## config.mk

```make
export PLATFORM = sky130hd
export DESIGN_NAME = pba_ctrl
export DESIGN_NICKNAME = d
export VERILOG_FILES = /design/src/rtl/pba_pkg.sv /design/src/rtl/pba_ctrl.sv
export SDC_FILE = /design/constraint.sdc
export NUM_CORES = 1
export LEC_CHECK = 0
export BUFFER_PORTS_ARGS = -buffer_cell sky130_fd_sc_hd__buf_2
export CORE_UTILIZATION = 45
export CTS_CLUSTER_DIAMETER = 80
export DETAILED_ROUTE_END_ITERATION = 6
export PLACE_DENSITY = 0.78
export SETUP_SLACK_MARGIN = 0.4
export SKIP_CTS_REPAIR_TIMING = 1
export SLEW_MARGIN = 20
export SYNTH_ARGS = -nofsm -noshare
export SYNTH_HDL_FRONTEND = slang
export SYNTH_SLANG_ARGS = --single-unit
```

## constraint.sdc

```tcl
create_clock -name i_clk -period 1.7 [get_ports i_clk]
set_clock_uncertainty 0.1 [all_clocks]
set_input_delay 0.085 -clock i_clk [delete_from_list [all_inputs] [get_ports i_clk]]
set_output_delay 0.085 -clock i_clk [all_outputs]
set_load 0.02 [all_outputs]
```

## src/rtl/pba_pkg.sv

```systemverilog
// pba_pkg: shared types and constants of the page bitmap allocator
// word layouts, status codes, controller states and the control/datapath link
// no dependencies
package pba_pkg;

    localparam int WORD_W        = 64;
    localparam int WORD_LOG      = 6;
    localparam int DEF_NUM_PAGES = 4096;
    localparam int INDEX_W       = 12;
    localparam int COUNT_W       = 13;

    localparam logic CMD_ALLOC = 1'b0;
    localparam logic CMD_FREE  = 1'b1;

    typedef enum logic [1:0] {
        STAT_OK    = 2'd0,
        STAT_NOFIT = 2'd1,
        STAT_NULL  = 2'd2
    } t_status;

    typedef struct packed {
        logic               cmd;
        logic [INDEX_W-1:0] page_index;
        logic [COUNT_W-1:0] run_len;
    } t_in_word;

    typedef struct packed {
        logic [INDEX_W-1:0] alloc_page;
        logic [1:0]         status;
    } t_out_word;

    typedef enum logic [3:0] {
        S_CLEAR,
        S_IDLE,
        S_DECODE,
        S_FREE,
        S_SCAN_INIT,
        S_SCAN_RD,
        S_SCAN_PREP,
        S_SCAN_EVAL,
        S_MARK,
        S_DONE
    } t_state;

    // commands from the controller to the datapath
    typedef struct packed {
        logic load;
        logic clr_wr;
        logic free_setup;
        logic scan_init;
        logic from_zero;
        logic prep;
        logic eval;
        logic mark_wr;
        logic hint_clr;
    } t_dp_cmd;

    // status from the datapath to the controller
    typedef struct packed {
        logic is_free;
        logic idx_zero;
        logic free_empty;
        logic alloc_bad;
        logic hint_over;
        logic hint_zero;
        logic found;
        logic scan_last;
        logic mark_last;
        logic clr_last;
    } t_dp_stat;

endpackage

```

## src/rtl/pba_ctrl.sv

```systemverilog
// pba_ctrl: sequencing state machine of the page bitmap allocator
// drives the datapath through t_dp_cmd and reads back t_dp_stat
// depends on pba_pkg
module pba_ctrl import pba_pkg::*; (
    input  logic     i_clk,
    input  logic     i_rst_n,
    input  logic     i_in_valid,
    output logic     o_in_ready,
    input  t_dp_stat i_stat,
    input  logic     i_out_free,
    output t_dp_cmd  o_cmd,
    output logic     o_done,
    output t_status  o_code
);

    t_state  r_state, n_state;
    logic    r_second, n_second;
    t_status r_code, n_code;

    always_ff @(posedge i_clk) begin
        if (!i_rst_n) begin
            r_state  <= S_CLEAR;
            r_second <= 1'b0;
            r_code   <= STAT_OK;
        end else begin
            r_state  <= n_state;
            r_second <= n_second;
            r_code   <= n_code;
        end
    end

    // next state
    always_comb begin
        n_state  = r_state;
        n_second = r_second;
        n_code   = r_code;
        case (r_state)
            S_CLEAR: begin
                if (i_stat.clr_last) n_state = S_IDLE;
            end
            S_IDLE: begin
                n_second = 1'b0;
                if (i_in_valid) n_state = S_DECODE;
            end
            S_DECODE: begin
                if (i_stat.is_free) begin
                    if (i_stat.idx_zero) begin
                        n_code  = STAT_NULL;
                        n_state = S_DONE;
                    end else begin
                        n_code  = STAT_OK;
                        n_state = i_stat.free_empty ? S_DONE : S_FREE;
                    end
                end else if (i_stat.alloc_bad) begin
                    n_code  = STAT_NOFIT;
                    n_state = S_DONE;
                end else begin
                    n_state = S_SCAN_INIT;
                end
            end
            S_FREE, S_MARK: begin
                if (i_stat.mark_last) n_state = S_DONE;
            end
            S_SCAN_INIT: begin
                // hint past the map: the first pass is empty, go straight to the retry
                if (!r_second && i_stat.hint_over) n_second = 1'b1;
                n_state = S_SCAN_RD;
            end
            S_SCAN_RD: begin
                n_state = S_SCAN_PREP;
            end
            S_SCAN_PREP: begin
                n_state = S_SCAN_EVAL;
            end
            S_SCAN_EVAL: begin
                if (i_stat.found) begin
                    n_code  = STAT_OK;
                    n_state = S_MARK;
                end else if (i_stat.scan_last) begin
                    if (!r_second && !i_stat.hint_zero) begin
                        n_second = 1'b1;
                        n_state  = S_SCAN_INIT;
                    end else begin
                        n_code  = STAT_NOFIT;
                        n_state = S_DONE;
                    end
                end else begin
                    n_state = S_SCAN_RD;
                end
            end
            S_DONE: begin
                if (i_out_free) n_state = S_IDLE;
            end
            default: begin
                n_state = S_IDLE;
            end
        endcase
    end

    // outputs
    always_comb begin
        o_cmd      = '0;
        o_in_ready = 1'b0;
        o_done     = 1'b0;
        o_code     = r_code;
        case (r_state)
            S_CLEAR: begin
                o_cmd.clr_wr = 1'b1;
            end
            S_IDLE: begin
                o_in_ready = 1'b1;
                o_cmd.load = i_in_valid;
            end
            S_DECODE: begin
                o_cmd.free_setup = i_stat.is_free && !i_stat.idx_zero;
                o_cmd.hint_clr   = !i_stat.is_free && i_stat.alloc_bad;
            end
            S_FREE, S_MARK: begin
                o_cmd.mark_wr = 1'b1;
            end
            S_SCAN_INIT: begin
                o_cmd.scan_init = 1'b1;
                o_cmd.from_zero = r_second || i_stat.hint_over;
            end
            S_SCAN_PREP: begin
                o_cmd.prep = 1'b1;
            end
            S_SCAN_EVAL: begin
                o_cmd.eval     = 1'b1;
                o_cmd.hint_clr = !i_stat.found && i_stat.scan_last
                                 && (r_second || i_stat.hint_zero);
            end
            S_DONE: begin
                o_done = i_out_free;
            end
            default: begin
                o_in_ready = 1'b0;
            end
        endcase
    end

endmodule

```

==> run_summary.xml <==
<?xml version="1.0" encoding="UTF-8"?>
<metrics>
  <group name="run_status">
    <metric name="run_status" unit="">finished, violations left</metric>
    <metric name="violations" unit="">setup timing</metric>
  </group>
  <group name="sta">
    <metric name="relSlewSlack" unit="%">78.30</metric>
    <metric name="final_worst_path_cycle_share" unit="%">103.0</metric>
    <metric name="max_freq" unit="GHz">0.5710</metric>
    <metric name="final_critical_path_setup_slack" unit="ns">-0.05118</metric>
    <metric name="timing.setup.tns" unit="ns">-0.05118</metric>
    <metric name="timing.hold.ws" unit="ns">0.04123</metric>
    <metric name="finalHoldViolations" unit="">0</metric>
    <metric name="timing.final.max_slew_violations" unit="">0</metric>
    <metric name="tightestPinTransition" unit="ns">0.3248</metric>
    <metric name="setup-violations-final" unit="">1</metric>
    <metric name="fin_crit" unit="ns">1.751</metric>
    <metric name="setup_repair_after_global_routing_missed_its_margin" unit="">yes</metric>
  </group>
  <group name="power">
    <metric name="switchingPower" unit="mW">0.5688</metric>
    <metric name="leak" unit="nW">0.4229</metric>
    <metric name="power.ir.vdd_worst" unit="V">0.0006168</metric>
    <metric name="cellInternalPower" unit="mW">0.7334</metric>
    <metric name="power.clock.fraction" unit="%">12.2</metric>
    <metric name="swShare" unit="%">43.68</metric>
    <metric name="sequentialPowerShare" unit="%">21.1</metric>
    <metric name="power_density_over_the_cells" unit="mW/mm^2">1242</metric>
    <metric name="comb_power_share" unit="%">66.7</metric>
  </group>
  <group name="flow_run">
    <metric name="max-cap-violations" unit="">0</metric>
  </group>
  <group name="synth">
    <metric name="netlist_area" unit="um^2">630.6</metric>
    <metric name="synthesis.nets" unit="">93</metric>
    <metric name="ys_types" unit="">37</metric>
    <metric name="synth.avg_cell_area" unit="um^2">7.982</metric>
    <metric name="synth-seq-area-share" unit="%">22.22</metric>
    <metric name="synth_enable_flop_cells" unit="">0</metric>
    <metric name="async_flop_share" unit="%">0</metric>
    <metric name="postSynth.topFlopCell" unit="">dfxtp_1</metric>
    <metric name="syn-instance-count" unit="">79</metric>
    <metric name="ys_warn_count" unit="">0</metric>
    <metric name="ys_ff_latch" unit="">7</metric>
  </group>
  <group name="routing">
    <metric name="antenna_left" unit="">0</metric>
    <metric name="route.vias.total" unit="">800</metric>
    <metric name="vias_per_cell" unit="">6.061</metric>
    <metric name="route.final.wire_length" unit="um">2082</metric>
    <metric name="drtIter0Drc" unit="">28</metric>
    <metric name="drc_errors" unit="">0</metric>
    <metric name="dr.pass1.iters" unit="">4</metric>
    <metric name="wl_per_cell" unit="um">15.77</metric>
  </group>
  <group name="place">
    <metric name="dpl_cell_area" unit="um^2">855.8</metric>
    <metric name="place_inst" unit="">122</metric>
    <metric name="numPortBuffers" unit="">26</metric>
    <metric name="gp_congestion" unit="">0.8408</metric>
    <metric name="place.detailed.hpwl" unit="um">1283</metric>
  </group>
  <group name="floorplan">
    <metric name="core_area" unit="mm^2">0.001301</metric>
    <metric name="start_util" unit="%">48.46</metric>
    <metric name="std_cell_rows" unit="">13</metric>
    <metric name="io_pins" unit="">27</metric>
    <metric name="die_x" unit="um">39.44</metric>
    <metric name="die_height" unit="um">39.44</metric>
    <metric name="fp.dieArea" unit="mm^2">0.001555</metric>
  </group>
  <group name="final_layout">
    <metric name="finalCoreUtilization" unit="%">80.58</metric>
    <metric name="antenna-diode-count" unit="">0</metric>
    <metric name="most_common_library_cell_in_the_layout_ignoring_fill_and_taps" unit="">buf_2</metric>
    <metric name="nets" unit="">132</metric>
    <metric name="drive_above_1_share" unit="%">58.97</metric>
    <metric name="layout_common_cells" unit="">buf_2, buf_4, buf_6</metric>
    <metric name="layoutNonFillerInstCount" unit="">132</metric>
    <metric name="stdcell_area" unit="mm^2">0.001049</metric>
    <metric name="layout-area-overhead-vs-synth" unit="%">66.27</metric>
  </group>
  <group name="hold_path">
    <metric name="min_path_type" unit="">in -&gt; reg</metric>
  </group>
  <group name="grt">
    <metric name="grt-ovfl-total" unit="">0</metric>
    <metric name="pin_count_of_the_biggest_net_entering_global_routing" unit="">13</metric>
    <metric name="grt_pass1_vias" unit="">626</metric>
    <metric name="grt_use_total" unit="%">25.91</metric>
    <metric name="antenna_violations_before_repair" unit="">0</metric>
    <metric name="grt_pass1_wl" unit="um">2656</metric>
  </group>
  <group name="worst_setup_path">
    <metric name="worstPathMaxFanout" unit="">6</metric>
    <metric name="cp-end-kind" unit="">primary output</metric>
    <metric name="critical_path_arrival" unit="ns">1.57</metric>
    <metric name="critPathKind" unit="">reg -&gt; out</metric>
    <metric name="worstPathRequired" unit="ns">1.51</metric>
    <metric name="critical_path_source_type" unit="">flip-flop</metric>
  </group>
  <group name="clocking">
    <metric name="root_buffer" unit="">clkbuf_4</metric>
    <metric name="clock_latency" unit="ns">0.26</metric>
    <metric name="clk_pin_slew" unit="ns">0.06</metric>
    <metric name="cts-htree-levels" unit="">1</metric>
    <metric name="cts_inserted_buffers" unit="">3</metric>
    <metric name="cts_max_path_buffers" unit="">2</metric>
    <metric name="tritoncts_sink_count" unit="">7</metric>
    <metric name="tritoncts_clock_tree" unit="">yes</metric>
  </group>
</metrics>
path summary, 6_finish.rpt:
check | slack, ns | depth (start not counted) | to | start
min | 0.04 | 3 | o_code[1]$_SDFFE_PN0P_ | i_stat[8]
max reg2reg | 0.05 | 5 | r_state[1]$_SDFFE_PN0P_ | r_state[3]$_SDFFE_PN0P_
max | -0.05 | 4 | o_cmd[0] | r_state[2]$_SDFFE_PN0P_
min reg2reg | 0.37 | 2 | o_code[1]$_SDFFE_PN0P_ | o_code[1]$_SDFFE_PN0P_
power by group through the flow:
| stage | clock, mW | sequential [mW] | combinational [mW] |
|---|---|---|---|
| global placement | 0 | 0.259 | 0.681 |
| finish | 0.158 | 0.275 | 0.869 |
| global route | 0.181 | 0.280 | 0.922 |
| floorplan | 0 | 0.238 | 0.528 |
| detailed placement | 0 | 0.267 | 0.692 |
| CTS | 0.168 | 0.261 | 0.695 |
synthesized netlist by cell type, drive strengths merged (2+ instances only):
| cell | instances | area share (%) |
|---|---|---|
| inv | 4 | 2.4 |
| nor2b | 3 | 3.0 |
| nand3 | 3 | 2.4 |
| o21ai | 5 | 4.0 |
| or4b | 2 | 3.8 |
| nand2 | 4 | 2.4 |
| and2 | 2 | 2.0 |
| o211ai | 2 | 2.4 |
| nor2 | 5 | 3.0 |
| or4 | 2 | 3.0 |
| buf | 4 | 4.0 |
| nor3 | 5 | 4.0 |
| a21oi | 5 | 4.6 |
| nor3b | 2 | 2.4 |
| nand4 | 2 | 2.0 |
| nand2b | 3 | 3.0 |
| o21a | 4 | 4.8 |
| dfxtp | 7 | 22 |
critical path, cell delays in order (launching register included):
cell	delay [ns]
dfxtp_4	0.36
or4b_4	0.56
nor2_4	0.13
a22o_4	0.14
buf_6	0.11
registers in the layout, summed over array words and instances, names as in the netlist:
signal    flops
r_state       4
o_code        2
r_second      1
through the flow:
stage          power [mW]  setup slack (ns)
2_1_floorplan      0.7655            0.1695
3_3_place_gp       0.9401            0.1020
3_5_place_dp       0.9587           0.02328
4_1_cts             1.124           -0.1277
5_1_grt             1.383          -0.08315
6_report            1.302          -0.05118
per-layer routing:
layer  GRT usage (%)  part of all wire [%]  vias up
met4           16.38                   1.4        0
met3           7.955                   7.8        6
met2           39.75                    50       52
li1                -                     -      382
met1           30.64                    41      360
met5               0                     0        -
area by class of cell:
cell class | count | area [um^2]
clock buffer | 4 | 26.28
fill | 84 | 252.7
inverter | 4 | 15.01
multi-input combinational | 64 | 555.5
sequential | 7 | 155.1
tap | 15 | 18.77
timing repair buffer | 38 | 277.8
cell families after synthesis:
logic type,Yosys count,synth area share [%]
mux,1,1.786
buf+inv,8,6.348
simple gates,39,41.66
compound gates,24,27.98
flops,7,22.22
No activity file was read; power rests on OpenSTA's default activity.
